===== config.mk =====
export PLATFORM = sky130hd
export DESIGN_NAME = column_reference_matcher
export DESIGN_NICKNAME = d
export VERILOG_FILES = /design/src/design/crm_pkg.sv /design/src/design/crm_ctrl.sv /design/src/design/crm_datapath.sv /design/src/design/column_reference_matcher.sv
export SDC_FILE = /design/constraint.sdc
export NUM_CORES = 1
export LEC_CHECK = 0
export BUFFER_PORTS_ARGS = -buffer_cell sky130_fd_sc_hd__buf_4
export CAP_MARGIN = 30
export CORE_MARGIN = 2
export CORE_UTILIZATION = 40
export DETAILED_ROUTE_END_ITERATION = 7
export PLACE_DENSITY = 0.65
export SYNTH_ARGS = -nofsm -noshare
export SYNTH_HDL_FRONTEND = slang
export SYNTH_SLANG_ARGS = --single-unit

===== constraint.sdc =====
create_clock -name clk -period 5.11 [get_ports clk]
set_input_delay 0.2555 -clock clk [delete_from_list [all_inputs] [get_ports clk]]
set_output_delay 0.2555 -clock clk [all_outputs]
set_load 0.01 [all_outputs]

===== src/design/crm_pkg.sv =====
// ============================================================================
// crm_pkg
// Shared types, character constants and prefix tables for the column
// reference matcher.
// ============================================================================
package crm_pkg;

    localparam int MAX_COLUMN_DEF  = 64;
    localparam int LENGTH_BITS_DEF = 16;
    localparam int DEPTH_W         = 16;

    localparam logic [7:0] CH_QUOTE  = 8'h22;
    localparam logic [7:0] CH_CARET  = 8'h5E;
    localparam logic [7:0] CH_DOLLAR = 8'h24;
    localparam logic [7:0] CH_AMP    = 8'h26;
    localparam logic [7:0] CH_PCT    = 8'h25;
    localparam logic [7:0] CH_DOT    = 8'h2E;
    localparam logic [7:0] CH_OPEN   = 8'h28;
    localparam logic [7:0] CH_CLOSE  = 8'h29;
    localparam logic [7:0] CH_K      = 8'h6B;
    localparam logic [7:0] CH_V      = 8'h76;

    typedef enum logic [1:0] {
        KIND_NONE     = 2'd0,
        KIND_KEYS     = 2'd1,
        KIND_VALUES   = 2'd2,
        KIND_OVERFLOW = 2'd3
    } kind_t;

    typedef enum logic [2:0] {
        ST_IDLE,
        ST_PREFIX,
        ST_BODY,
        ST_DONE,
        ST_FETCH,
        ST_LOAD
    } state_t;

    // Commands from the controller to the datapath.
    typedef struct packed {
        logic scan_start;
        logic prefix_step;
        logic body_step;
        logic out_nomatch;
        logic out_overflow;
        logic out_empty;
        logic burst_start;
        logic rd_issue;
        logic out_byte;
    } cmd_t;

    // Status from the datapath to the controller.
    typedef struct packed {
        logic first_ok;
        logic prefix_ok;
        logic prefix_last;
        logic close_final;
        logic fin_overflow;
        logic fin_empty;
        logic burst_last;
        logic out_free;
    } status_t;

    // A preceding character that makes the reference part of a longer name.
    function automatic logic rejected_char(input logic [7:0] c);
        logic r;
        r = (c == CH_QUOTE) || (c == CH_CARET) || (c == CH_DOLLAR) ||
            (c == CH_AMP) || (c == CH_PCT) || (c == CH_DOT) ||
            ((c >= 8'h61) && (c <= 8'h7A)) || ((c >= 8'h41) && (c <= 8'h5A)) ||
            ((c >= 8'h30) && (c <= 8'h39));
        return r;
    endfunction

    function automatic logic [2:0] prefix_len(input logic is_keys);
        return is_keys ? 3'd5 : 3'd7;
    endfunction

    // Expected character of "keys(" or "values(" at a position.
    function automatic logic [7:0] prefix_char(input logic is_keys, input logic [2:0] pos);
        logic [7:0] c;
        if (is_keys) begin
            case (pos)
                3'd0:    c = 8'h6B;
                3'd1:    c = 8'h65;
                3'd2:    c = 8'h79;
                3'd3:    c = 8'h73;
                3'd4:    c = CH_OPEN;
                default: c = 8'h00;
            endcase
        end else begin
            case (pos)
                3'd0:    c = 8'h76;
                3'd1:    c = 8'h61;
                3'd2:    c = 8'h6C;
                3'd3:    c = 8'h75;
                3'd4:    c = 8'h65;
                3'd5:    c = 8'h73;
                3'd6:    c = CH_OPEN;
                default: c = 8'h00;
            endcase
        end
        return c;
    endfunction

endpackage


===== src/design/crm_ctrl.sv =====
// ============================================================================
// crm_ctrl
// Scan sequencer: tracks the scan phase and the column burst, and issues
// datapath commands.
// ============================================================================
module crm_ctrl (
    input  logic             clk,
    input  logic             rst_n,
    input  logic             in_valid,
    input  logic             first_byte,
    input  logic             end_of_text,
    input  crm_pkg::status_t status,
    output crm_pkg::cmd_t    cmd,
    output logic             in_stall
);

    crm_pkg::state_t state_reg;
    crm_pkg::state_t state_next;
    logic            accepting;
    logic            take;

    assign accepting = (state_reg == crm_pkg::ST_IDLE) || (state_reg == crm_pkg::ST_PREFIX) ||
                       (state_reg == crm_pkg::ST_BODY) || (state_reg == crm_pkg::ST_DONE);
    assign in_stall  = !accepting || !status.out_free;
    assign take      = in_valid && !in_stall;

    always_ff @(posedge clk or negedge rst_n)
    begin
        if (!rst_n)
        begin
            state_reg <= crm_pkg::ST_IDLE;
        end
        else
        begin
            state_reg <= state_next;
        end
    end

    always_comb
    begin
        state_next = state_reg;
        case (state_reg)
            crm_pkg::ST_IDLE, crm_pkg::ST_DONE, crm_pkg::ST_PREFIX, crm_pkg::ST_BODY:
            begin
                if (take)
                begin
                    if (first_byte)
                    begin
                        state_next = (!end_of_text && status.first_ok) ?
                                     crm_pkg::ST_PREFIX : crm_pkg::ST_DONE;
                    end
                    else if (state_reg == crm_pkg::ST_PREFIX)
                    begin
                        if (end_of_text || !status.prefix_ok)
                            state_next = crm_pkg::ST_DONE;
                        else if (status.prefix_last)
                            state_next = crm_pkg::ST_BODY;
                    end
                    else if (state_reg == crm_pkg::ST_BODY)
                    begin
                        if (end_of_text)
                            state_next = crm_pkg::ST_DONE;
                        else if (status.close_final)
                            state_next = (status.fin_overflow || status.fin_empty) ?
                                         crm_pkg::ST_DONE : crm_pkg::ST_FETCH;
                    end
                end
            end
            crm_pkg::ST_FETCH:
            begin
                state_next = crm_pkg::ST_LOAD;
            end
            crm_pkg::ST_LOAD:
            begin
                if (status.out_free)
                    state_next = status.burst_last ? crm_pkg::ST_DONE : crm_pkg::ST_FETCH;
            end
            default:
            begin
                state_next = crm_pkg::ST_IDLE;
            end
        endcase
    end

    always_comb
    begin
        cmd = '0;
        case (state_reg)
            crm_pkg::ST_IDLE, crm_pkg::ST_DONE, crm_pkg::ST_PREFIX, crm_pkg::ST_BODY:
            begin
                if (take)
                begin
                    if (first_byte)
                    begin
                        cmd.scan_start  = 1'b1;
                        cmd.out_nomatch = end_of_text || !status.first_ok;
                    end
                    else if (state_reg == crm_pkg::ST_PREFIX)
                    begin
                        if (end_of_text || !status.prefix_ok)
                            cmd.out_nomatch = 1'b1;
                        else
                            cmd.prefix_step = 1'b1;
                    end
                    else if (state_reg == crm_pkg::ST_BODY)
                    begin
                        if (end_of_text)
                        begin
                            cmd.out_nomatch = 1'b1;
                        end
                        else
                        begin
                            cmd.body_step = 1'b1;
                            if (status.close_final)
                            begin
                                if (status.fin_overflow)
                                    cmd.out_overflow = 1'b1;
                                else if (status.fin_empty)
                                    cmd.out_empty = 1'b1;
                                else
                                    cmd.burst_start = 1'b1;
                            end
                        end
                    end
                end
            end
            crm_pkg::ST_FETCH:
            begin
                cmd.rd_issue = 1'b1;
            end
            crm_pkg::ST_LOAD:
            begin
                cmd.out_byte = status.out_free;
            end
            default:
            begin
                cmd = '0;
            end
        endcase
    end

endmodule


===== src/design/crm_datapath.sv =====
// ============================================================================
// crm_datapath
// Scan counters, raw column buffer, strip and overflow checks, and the
// output word register.
// ============================================================================
module crm_datapath #(
    parameter int MAX_COLUMN  = crm_pkg::MAX_COLUMN_DEF,
    parameter int LENGTH_BITS = crm_pkg::LENGTH_BITS_DEF
) (
    input  logic             clk,
    input  logic             rst_n,
    input  crm_pkg::cmd_t    cmd,
    input  logic [7:0]       text_byte,
    input  logic [7:0]       preceding_char,
    input  logic             out_stall,
    output crm_pkg::status_t status,
    output logic             out_valid,
    output logic [1:0]       match_kind,
    output logic [7:0]       column_byte,
    output logic             byte_valid,
    output logic [15:0]      expression_length,
    output logic             last_result
);

    localparam int STORE = MAX_COLUMN + 2;
    localparam int CW    = $clog2(STORE + 1);
    localparam int AW    = $clog2(STORE);

    logic                          keys_reg;
    logic [2:0]                    pos_reg;
    logic [crm_pkg::DEPTH_W-1:0]   depth_reg;
    logic [CW-1:0]                 count_reg;
    logic                          too_long_reg;
    logic [LENGTH_BITS-1:0]        len_reg;
    logic [7:0]                    head_reg;
    logic [7:0]                    tail_reg;
    logic                          strip_reg;
    logic [CW-1:0]                 col_len_reg;
    logic [CW-1:0]                 idx_reg;
    logic [7:0]                    mem_q_reg;
    logic                          out_valid_reg;
    crm_pkg::kind_t                kind_reg;
    logic [7:0]                    byte_reg;
    logic                          bvalid_reg;
    logic [15:0]                   elen_reg;
    logic                          last_reg;

    logic [7:0]                    store_mem [STORE];

    logic [LENGTH_BITS-1:0]        len_sat;
    logic [15:0]                   elen_now;
    logic [15:0]                   elen_held;
    logic                          is_open;
    logic                          is_close;
    logic                          has_n;
    logic                          strip_s;
    logic [CW-1:0]                 end_e;
    logic [CW-1:0]                 diff;
    logic [CW-1:0]                 rd_sum;
    logic [CW-1:0]                 idx_inc;
    logic                          store_en;
    crm_pkg::kind_t                match_k;

    assign is_open  = (text_byte == crm_pkg::CH_OPEN);
    assign is_close = (text_byte == crm_pkg::CH_CLOSE);
    assign len_sat  = (len_reg == '1) ? len_reg : len_reg + 1'b1;
    assign elen_now  = ({{(33 - LENGTH_BITS){1'b0}}, len_sat} > 33'd65535) ?
                       16'hFFFF : 16'(len_sat);
    assign elen_held = ({{(33 - LENGTH_BITS){1'b0}}, len_reg} > 33'd65535) ?
                       16'hFFFF : 16'(len_reg);
    assign match_k  = keys_reg ? crm_pkg::KIND_KEYS : crm_pkg::KIND_VALUES;

    // Strip one leading and one trailing quote from the buffered text.
    assign has_n   = (count_reg != '0);
    assign strip_s = has_n && (head_reg == crm_pkg::CH_QUOTE);
    assign end_e   = count_reg - CW'(has_n && (tail_reg == crm_pkg::CH_QUOTE));
    assign diff    = end_e - CW'(strip_s);
    assign rd_sum  = idx_reg + CW'(strip_reg);
    assign idx_inc = idx_reg + 1'b1;
    assign store_en = cmd.body_step && !(is_close && (depth_reg <= 16'd1)) &&
                      (count_reg < CW'(STORE));

    always_comb
    begin
        status.first_ok     = !crm_pkg::rejected_char(preceding_char) &&
                              ((text_byte == crm_pkg::CH_K) || (text_byte == crm_pkg::CH_V));
        status.prefix_ok    = (pos_reg < crm_pkg::prefix_len(keys_reg)) &&
                              (text_byte == crm_pkg::prefix_char(keys_reg, pos_reg));
        status.prefix_last  = ((pos_reg + 3'd1) == crm_pkg::prefix_len(keys_reg));
        status.close_final  = is_close && (depth_reg <= 16'd1);
        status.fin_overflow = too_long_reg || (end_e < CW'(strip_s)) ||
                              (diff > CW'(MAX_COLUMN));
        status.fin_empty    = (diff == '0);
        status.burst_last   = (idx_inc == col_len_reg);
        status.out_free     = !out_valid_reg || !out_stall;
    end

    always_ff @(posedge clk or negedge rst_n)
    begin
        if (!rst_n)
        begin
            keys_reg      <= 1'b0;
            pos_reg       <= '0;
            depth_reg     <= '0;
            count_reg     <= '0;
            too_long_reg  <= 1'b0;
            len_reg       <= '0;
            idx_reg       <= '0;
            out_valid_reg <= 1'b0;
        end
        else
        begin
            if (cmd.scan_start)
            begin
                keys_reg     <= (text_byte == crm_pkg::CH_K);
                pos_reg      <= 3'd1;
                depth_reg    <= '0;
                count_reg    <= '0;
                too_long_reg <= 1'b0;
                len_reg      <= LENGTH_BITS'(1);
            end
            if (cmd.prefix_step)
            begin
                len_reg <= len_sat;
                pos_reg <= pos_reg + 3'd1;
                if (status.prefix_last)
                    depth_reg <= 16'd1;
            end
            if (cmd.body_step)
            begin
                len_reg <= len_sat;
                if (is_open && (depth_reg != '1))
                    depth_reg <= depth_reg + 1'b1;
                else if (is_close && (depth_reg != '0))
                    depth_reg <= depth_reg - 1'b1;
                if (store_en)
                    count_reg <= count_reg + 1'b1;
                else if (!status.close_final)
                    too_long_reg <= 1'b1;
            end
            if (cmd.burst_start)
                idx_reg <= '0;
            else if (cmd.out_byte)
                idx_reg <= idx_inc;

            if (cmd.out_nomatch || cmd.out_overflow || cmd.out_empty || cmd.out_byte)
                out_valid_reg <= 1'b1;
            else if (!out_stall)
                out_valid_reg <= 1'b0;
        end
    end

    // Raw column buffer with registered read, plus the head and tail bytes.
    always_ff @(posedge clk)
    begin
        if (store_en)
        begin
            store_mem[count_reg[AW-1:0]] <= text_byte;
            tail_reg <= text_byte;
            if (count_reg == '0)
                head_reg <= text_byte;
        end
        if (cmd.rd_issue)
            mem_q_reg <= store_mem[rd_sum[AW-1:0]];
        if (cmd.burst_start)
        begin
            strip_reg   <= strip_s;
            col_len_reg <= diff;
        end
    end

    always_ff @(posedge clk)
    begin
        if (cmd.out_nomatch || cmd.out_overflow)
        begin
            kind_reg   <= cmd.out_overflow ? crm_pkg::KIND_OVERFLOW : crm_pkg::KIND_NONE;
            byte_reg   <= 8'h00;
            bvalid_reg <= 1'b0;
            elen_reg   <= 16'h0000;
            last_reg   <= 1'b1;
        end
        else if (cmd.out_empty)
        begin
            kind_reg   <= match_k;
            byte_reg   <= 8'h00;
            bvalid_reg <= 1'b0;
            elen_reg   <= elen_now;
            last_reg   <= 1'b1;
        end
        else if (cmd.out_byte)
        begin
            kind_reg   <= match_k;
            byte_reg   <= mem_q_reg;
            bvalid_reg <= 1'b1;
            elen_reg   <= elen_held;
            last_reg   <= status.burst_last;
        end
    end

    assign out_valid         = out_valid_reg;
    assign match_kind        = kind_reg;
    assign column_byte       = byte_reg;
    assign byte_valid        = bvalid_reg;
    assign expression_length = elen_reg;
    assign last_result       = last_reg;

endmodule


===== src/design/column_reference_matcher.sv =====
// ============================================================================
// column_reference_matcher
// Detects a keys( or values( column reference at the start of a text and
// returns the column name, one byte per output word.
// ============================================================================
// Usage:
// The input channel (in_valid, in_stall) carries one text byte per word,
// with first_byte marking a new scan and preceding_char giving the
// character in front of it. end_of_text marks the terminating NUL.
// The output channel (out_valid, out_stall) carries result words; each scan
// ends in exactly one word with last_result set.
// Timing: a single no-match, overflow or empty-column word appears in the
// cycle after the byte that causes it. After the closing parenthesis, each
// column byte passes through the FETCH state, one registered read of the
// column buffer, and the LOAD state, which waits for a free output word.
// Throughput: one text byte per cycle outside a burst. Input is held off for
// the whole burst and whenever the output word register is full and stalled.
// Reset clears the scan phase, the counters and the output valid; the column
// buffer is not cleared, and only entries written during the current scan are
// ever read. While out_stall is high the current output word holds.
// ============================================================================
module column_reference_matcher #(
    parameter int MAX_COLUMN  = crm_pkg::MAX_COLUMN_DEF,
    parameter int LENGTH_BITS = crm_pkg::LENGTH_BITS_DEF
) (
    input  logic        clk,
    input  logic        rst_n,
    input  logic        in_valid,
    output logic        in_stall,
    input  logic [7:0]  text_byte,
    input  logic        first_byte,
    input  logic [7:0]  preceding_char,
    input  logic        end_of_text,
    output logic        out_valid,
    input  logic        out_stall,
    output logic [1:0]  match_kind,
    output logic [7:0]  column_byte,
    output logic        byte_valid,
    output logic [15:0] expression_length,
    output logic        last_result
);

    crm_pkg::cmd_t    cmd;
    crm_pkg::status_t status;

    // The sequencer owns the scan phase; the datapath owns all counters,
    // the buffer and the output word.
    crm_ctrl u_ctrl (
        .clk         (clk),
        .rst_n       (rst_n),
        .in_valid    (in_valid),
        .first_byte  (first_byte),
        .end_of_text (end_of_text),
        .status      (status),
        .cmd         (cmd),
        .in_stall    (in_stall)
    );

    crm_datapath #(
        .MAX_COLUMN  (MAX_COLUMN),
        .LENGTH_BITS (LENGTH_BITS)
    ) u_datapath (
        .clk               (clk),
        .rst_n             (rst_n),
        .cmd               (cmd),
        .text_byte         (text_byte),
        .preceding_char    (preceding_char),
        .out_stall         (out_stall),
        .status            (status),
        .out_valid         (out_valid),
        .match_kind        (match_kind),
        .column_byte       (column_byte),
        .byte_valid        (byte_valid),
        .expression_length (expression_length),
        .last_result       (last_result)
    );

    // A full, stalled output word must hold off the input.
    assert property (@(posedge clk) disable iff (!rst_n)
        out_valid && out_stall |-> in_stall)
        else $error("input accepted while output word is stalled");

    // Column bytes only come with a keys or values match.
    assert property (@(posedge clk) disable iff (!rst_n)
        out_valid && byte_valid |->
            (match_kind == crm_pkg::KIND_KEYS) || (match_kind == crm_pkg::KIND_VALUES))
        else $error("column byte with a non-match kind");

    // A no-match or overflow word is always a lone final word with no length.
    assert property (@(posedge clk) disable iff (!rst_n)
        out_valid && ((match_kind == crm_pkg::KIND_NONE) ||
                      (match_kind == crm_pkg::KIND_OVERFLOW)) |->
            last_result && !byte_valid && (expression_length == 16'h0000))
        else $error("malformed no-match word");

    // Starting a column burst holds off the input on the next cycle.
    assert property (@(posedge clk) disable iff (!rst_n)
        cmd.burst_start |=> in_stall)
        else $error("input accepted during a column burst");

endmodule

Word-level counts from Yosys, hierarchy flattened:

Memories as Yosys holds them, arrays and structs flattened. A register that Yosys moved wholly into a read port is not among the register bits.
Cells that the tools add are included.

* bits in writable memories: 528
* word-level logic and storage cells: 206
* memories: 1
* bits of input ports: 22
* bits in registers: 107

Memories
* u_datapath.store_mem: depth 66, width 8, rd ports 1, clocked after memory_dff 1, write ports 1, line crm_datapath.sv:48 `logic [7:0] store_mem [STORE];`

* muxes and demuxes: 72
* eq/ne operators: 34
* order comparisons: 11
* reductions and logical operators: 61
* add/sub/neg operators: 9

Operators by type and width (number)
* 16-bit 2-to-1 mux: 12
* 8-bit by 6-bit == test with 1-bit output, second input constant: 9
* 3-bit 2-to-1 mux: 17
* 7-bit 2-to-1 mux: 7
* 7-bit case mux with 7 select lines: 1
* 7-bit case mux with 5 select lines: 1
* 16-bit by 1-bit adder with 16-bit output, second input constant: 2
* 8-bit by 7-bit == test with 1-bit output, second input constant: 3
* 1-bit logical OR: 22
* 1-bit 2-to-1 mux: 22
* 2-bit 2-to-1 mux: 9
* 16-bit == test, second input constant: 1
* 8-bit by 7-bit >= comparator with 1-bit output, second input constant: 2
* 16-bit by 1-bit <= comparator with 1-bit output, second input constant: 1
* 8-bit by 7-bit <= comparator with 1-bit output, second input constant: 2
* 16-bit inequality test, second input constant: 1
* 16-bit nonzero test: 1
* 16-bit by 1-bit subtractor with 16-bit output, second input constant: 1
* 3-bit == test, second input constant: 5
* 7-bit by 1-bit adder with 7-bit output, second input constant: 2
* 1-bit logical AND: 14
* 7-bit zero test: 2
* 7-bit by 1-bit subtractor with 7-bit output: 2
* 3-bit by 2-bit == test with 1-bit output, second input constant: 4
* other kinds (28): 44

Longest topological paths before layout:

* word-level depth: 22
* depth in mapped cells: 17
* gate-level depth less buffers: 15

Modules after synthesis:

A second synthesis with hierarchy kept.

* cell total of the unflattened synthesis: 1812
* area, all modules: 27600.2 um^2

By module, submodules not included
* crm_datapath: instances 1, seq. area each 18697.9 um^2, cells each 1762, area an instance 27229.9 um^2
* crm_ctrl: instances 1, seq. area each 75.1 um^2, cells each 50, area an instance 370.4 um^2

Least setup slack after synthesis:

OpenSTA, ideal clock, no wires.

* path kind: register to register
* start: register u_datapath.count_reg[5]
* end: register u_datapath.col_len_reg[0], enable pin
* period minus slack after synthesis: 4.045 ns
* setup slack: 1.065 ns
* arrival: 3.664 ns
* setup time: 0.381 ns
* stages on the path, launching flop included: 15
* required time: 4.729 ns
* cells stage by stage: dfrtp_1 -> clkbuf_1 -> nor2_1 -> nand4b_1 -> and3_1 -> ha_1 -> ha_1 -> ha_1 -> nor2b_1 -> a22o_1 -> a21o_1 -> a2111oi_4 -> or3_1 -> nand4_1 -> nor3_2

RTL lines
* start: declaration: line crm_datapath.sv:32 `logic [CW-1:0] count_reg;`
* start signal: assignment: line crm_datapath.sv:137 `count_reg <= count_reg + 1'b1;`
* end signal: assignment: line crm_datapath.sv:168 `col_len_reg <= diff;`
* end: declaration: line crm_datapath.sv:38 `logic [CW-1:0] col_len_reg;`

Worst setup path after layout:

* start: register u_datapath.count_reg[3]
* end: register u_datapath.kind_reg[0] (netlist: u_datapath.match_kind[0]), enable pin

* cells in the longest elaborated chain, start to end: 16
* elaborated cells between the ends (all ways): 22

Ends and longest elaborated chain
* 7-bit nonzero test: line crm_datapath.sv:74 `assign has_n = (count_reg != '0);`
* 1-bit logical AND: line crm_datapath.sv:76 `assign end_e = count_reg - CW'(has_n && (tail_reg == crm_pkg::CH_QUOTE));`
* 7-bit by 1-bit subtractor with 7-bit output: line crm_datapath.sv:76
* 7-bit by 1-bit subtractor with 7-bit output or 7-bit by 1-bit < comparator with 1-bit output (tied branches): line crm_datapath.sv:77, crm_datapath.sv:91
* 7-bit > comparator or 1-bit logical OR (tied branches): line crm_datapath.sv:92, crm_datapath.sv:91
* 1-bit logical OR: line crm_datapath.sv:91 `status.fin_overflow = too_long_reg || (end_e < CW'(strip_s)) ||`
* 1-bit 2-to-1 mux: line crm_ctrl.sv:116 `if (status.fin_overflow)`
* 3-bit 2-to-1 mux (*): line crm_ctrl.sv:114 `if (status.close_final)`
* 3-bit 2-to-1 mux (*): line crm_ctrl.sv:107 `if (end_of_text)`
* 5-bit 2-to-1 mux (*): line crm_ctrl.sv:105 `else if (state_reg == crm_pkg::ST_BODY)`
* 3-bit 2-to-1 mux (*): line crm_ctrl.sv:98 `else if (state_reg == crm_pkg::ST_PREFIX)`
* 3-bit 2-to-1 mux (*): line crm_ctrl.sv:93 `if (first_byte)`
* 7-bit 2-to-1 mux (*): line crm_ctrl.sv:91 `if (take)`
* 7-bit 2-to-1 mux (*): line crm_ctrl.sv:88 `case (state_reg)`
* 1-bit logical OR: line crm_datapath.sv:174 `if (cmd.out_nomatch || cmd.out_overflow)`
* 3-bit nonzero test (no source line) (*)
* end signal: assignment: line crm_datapath.sv:176 `kind_reg <= cmd.out_overflow ? crm_pkg::KIND_OVERFLOW : crm_pkg::KIND_NONE;`
* end signal: assignment: line crm_datapath.sv:184 `kind_reg <= match_k;`
* end signal: assignment: line crm_datapath.sv:192 `kind_reg <= match_k;`
* end: declaration: line crm_datapath.sv:42 `crm_pkg::kind_t kind_reg;`

Mark *: on every way between the ends. The rest lies on a longest branch, timed or not.
A chain may end at the register's enable or synchronous reset.

==> run_results.csv <==
group,metric,value,unit
power_and_ir_drop,p_leak,10.4,nW
die,dieHeight,266,um
sta,hold_viol,0,
clock_network,clock_latency,0.60,ns
setup_path,crit_path_end_kind,"flop",
finish,diodes,0,
sta,slew_headroom,0.355,
clock_network,cts_setup_buffers,0,
finish,largest_reg_flops,528,
routing,first_pass_iters,5,
die,initial_core_util,0.405,
setup_path,worstPathArrival,4.82,ns
clock_network,cts_buffers,68,
logic_synthesis,avgSynthCellArea,16.6,um2
run,drv_cap,0,
sta,fin_crit_sh,0.879,
power_and_ir_drop,p_sw_frac,0.236,
setup_path,critPathRequiredTime,5.44,ns
placement,dp_slack,0.649,ns
finish,final_common_cell,"edfxtp_1",
clock_network,clock_path_buffers,3,
logic_synthesis,yosysSeqAreaShare,0.686,
sta,period_needed,4.49,ns
setup_path,cp_cell_sequence,"nor2_1 > nand4b_1 > and3_1 > ha_1 > ha_1 > ha_1 > nor2b_1 > a22o_1 > a21o_1 > a2111oi_4 > nor3_1 > a21oi_1 > and3_1 > inv_1",
clock_network,cts.sinks,643,
clock_network,cts_tree,"done",
clock_network,h-tree-depth,3,
setup_path,ff2ff_setup_slack,0.62,ns
sta,tightest_slew,0.959,ns
power_and_ir_drop,power_density,402,nW/um2
die,pin_count,52,
routing,wire_per_inst,23.7,um
grt,grt_pass1_vias,15400,
placement,gp_congestion,0.848,
placement,port-buffer-count,51,
logic_synthesis,syn_area,27400,um2
clock_network,clockRootBuffer,"clkbuf_16",
power_and_ir_drop,p_clk_frac,0.399,
routing,num_vias,15400,
die,dieArea,70500,um2
setup_path,start_kind,"flop",
die,placementRows,95,
setup_path,path_class,"flop to flop",
die,die-width,266,um
die,core,67500,um2
sta,layout_setup_ws,0.619,ns
finish,drive_gt1_frac,0.223,
grt,grt_overflow,0,
logic_synthesis,synthArstFlopShare,0.0855,
sta,max_freq,223,MHz
setup_path,slowest_stage,"dfrtp_1",
grt,grt_pass1_wl,96000,um
placement,dp_hpwl,39100,um
sta,fin_worst_skew,0.0285,ns
grt,grtUsageTotal,0.180,
setup_path,crit_fanout,9,
logic_synthesis,synth_flop_cell,"edfxtp_1",
routing,route.detailed.drc,0,
sta,setup_violations,0,
logic_synthesis,ys_ff_latch,643,
power_and_ir_drop,total_power,12.6,mW
power_and_ir_drop,seqPwrFrac,0.460,
sta,drv_slew,0,
setup_path,cp_common_cell,"ha_1",
power_and_ir_drop,p_switching,2.98,mW
sta,rsz0062_at_grt,"no",
routing,detail-route-antenna-nets,0,
outcome,status,"completed",
logic_synthesis,synth_cell_types,85,
sta,finalSetupTns,0,ns
routing,via_per_inst,5.77,
routing,drtIter0Drc,1596,
sta,holdWs,0.114,ns
power_and_ir_drop,power_frac_comb,0.141,
clock_network,clkTransAtPathRegs,0.06,ns
finish,area_delta_synth_final,14.6,%
grt,antenna_found_initial,2,
routing,routed_wl,63300,um
logic_synthesis,ys_warn_count,0,
logic_synthesis,synth_edf_count,562,
power_and_ir_drop,vdd_drop_max,258,uV
logic_synthesis,syn-num-nets,1686,
setup_path,cpPeakStageDelay,0.50,ns
finish,layout_common_cells,"edfxtp_1 (562), mux4_2 (168), nor2_1 (144), nand2_1 (107), buf_4 (97)",
power_and_ir_drop,p_int,9.63,mW
min_path,hold_path.class,"primary input to flop",
logic_synthesis,syn-instance-count,1645,
finish,layout.nets,1782,
grt,grt_start_max_net_pins,75,
## per-layer routing
layer	share of wire	track usage
met2	0.48	0.285
met4	0.020	0.0528
met5	0	0
met1	0.44	0.258
met3	0.064	0.0305
## synthesized netlist by cell type (4+ instances only)
| cell | instances | area, um2 |
|---|---|---|
| nand3_1 | 41 | 205 |
| xnor2_1 | 22 | 193 |
| a21o_1 | 8 | 60.1 |
| or2_2 | 6 | 37.5 |
| dfxtp_1 | 26 | 521 |
| mux2i_1 | 14 | 140 |
| nor4b_1 | 6 | 52.6 |
| a221o_1 | 8 | 80.1 |
| ha_1 | 19 | 238 |
| dfrtp_1 | 55 | 1380 |
| o31ai_1 | 8 | 60.1 |
| and2_1 | 9 | 56.3 |
| xor2_1 | 15 | 131 |
| nand2b_1 | 11 | 68.8 |
| a31oi_1 | 11 | 68.8 |
| nor3_1 | 24 | 120 |
| nor3b_1 | 4 | 30.0 |
| nand2_1 | 107 | 402 |
| a22o_1 | 8 | 70.1 |
| edfxtp_1 | 562 | 16900 |
| o21ai_0 | 43 | 215 |
| inv_1 | 25 | 93.8 |
| a221oi_1 | 4 | 35.0 |
| a32o_1 | 6 | 60.1 |
| nand4_1 | 12 | 75.1 |
| nand3b_1 | 4 | 30.0 |
| clkbuf_1 | 59 | 221 |
| o22ai_1 | 4 | 25.0 |
| nor2b_1 | 10 | 62.6 |
| buf_2 | 14 | 70.1 |
| a211oi_1 | 12 | 90.1 |
| nor2_1 | 144 | 541 |
| nor4_1 | 5 | 31.3 |
| nand4b_1 | 4 | 35.0 |
| and3_1 | 19 | 119 |
| buf_1 | 7 | 26.3 |
| a211o_1 | 4 | 35.0 |
| or3_1 | 8 | 50.1 |
| o21ai_1 | 5 | 25.0 |
| a21oi_1 | 52 | 260 |
| nor3_2 | 4 | 40.0 |
| mux4_2 | 168 | 3780 |
## worst paths after layout
check	cells past startpoint	endpoint	startpoint
max in group asynchronous	2	u_datapath.pos_reg[2]$_DFFE_PN0P_	rst_n
worst max-delay path	14	u_datapath.match_kind[0]$_DFFE_PP_	u_datapath.count_reg[3]$_DFF_PN0_
min in group asynchronous	2	u_datapath.idx_reg[5]$_DFFE_PN0P_	rst_n
worst min-delay path	3	u_datapath.keys_reg$_DFFE_PN0P_	text_byte[6]
worst max register to register	14	u_datapath.match_kind[0]$_DFFE_PP_	u_datapath.count_reg[3]$_DFF_PN0_
worst min register to register	2	u_datapath.column_byte[7]$_SDFFE_PP0P_	u_datapath.column_byte[7]$_SDFFE_PP0P_
## per-stage QoR
stage / area, um2 / cells / util
2_1_floorplan: 27400 / 1645 / -
3_3_place_gp: 29000 / 2535 / 0.429
3_5_place_dp: 29000 / 2538 / 0.430
4_1_cts: 31300 / 2665 / 0.464
5_1_grt: 31400 / 2666 / 0.465
6_report: 31400 / 2666 / 0.465
## layout make-up
cell class                      count  area, um2
Clock buffer                       86       1830
Sequential cell                   643      18800
Timing Repair Buffer              109        908
Clock inverter                     36        450
Multi-Input combinational cell    893       8210
Tap cell                          873       1090
Inverter                           26       97.6
Fill cell                        5663      36200
## critical path, delay by kind of cell, from the launching register on
family | cells | cell delay [ns]
AND/OR/NAND/NOR | 6 | 1.44
AO/OA/AOI/OAI | 4 | 1.33
adder cells (fa/ha/maj) | 3 | 0.81
flip-flops | 1 | 0.50
buffers and inverters | 1 | 0.13
## cell families (layout without fill, tap and decap cells)
kind of cell,Yosys count,in the layout,share of synthesized area
and+or+nand+nor,436,436,0.0777
xor gates and xnor gates,38,38,0.0124
DFF,643,643,0.686
adders and majority gates,19,19,0.00869
muxes,182,182,0.143
AOI/OAI and AO/OA,218,218,0.0557
buffers and inverters,109,257,0.0163
## repair_timing
item / in CTS / in global routing
hold buffers: 5 / 0
endpoints found under the setup margin: 0 / 0
endpoints found under the hold margin: 67 / 0
gates resized for setup: 0 / 0
## power groups by stage
stage          registers, mW  logic (mW)  clock network (mW)
2_1_floorplan           5.90        1.18                   0
4_1_cts                 5.80        1.81                5.12
5_1_grt                 5.80        1.88                5.30
3_5_place_dp            5.91        1.79                   0
3_3_place_gp            5.91        1.77                   0
6_report                5.80        1.78                5.02
(Power assumes the default switching activity.)
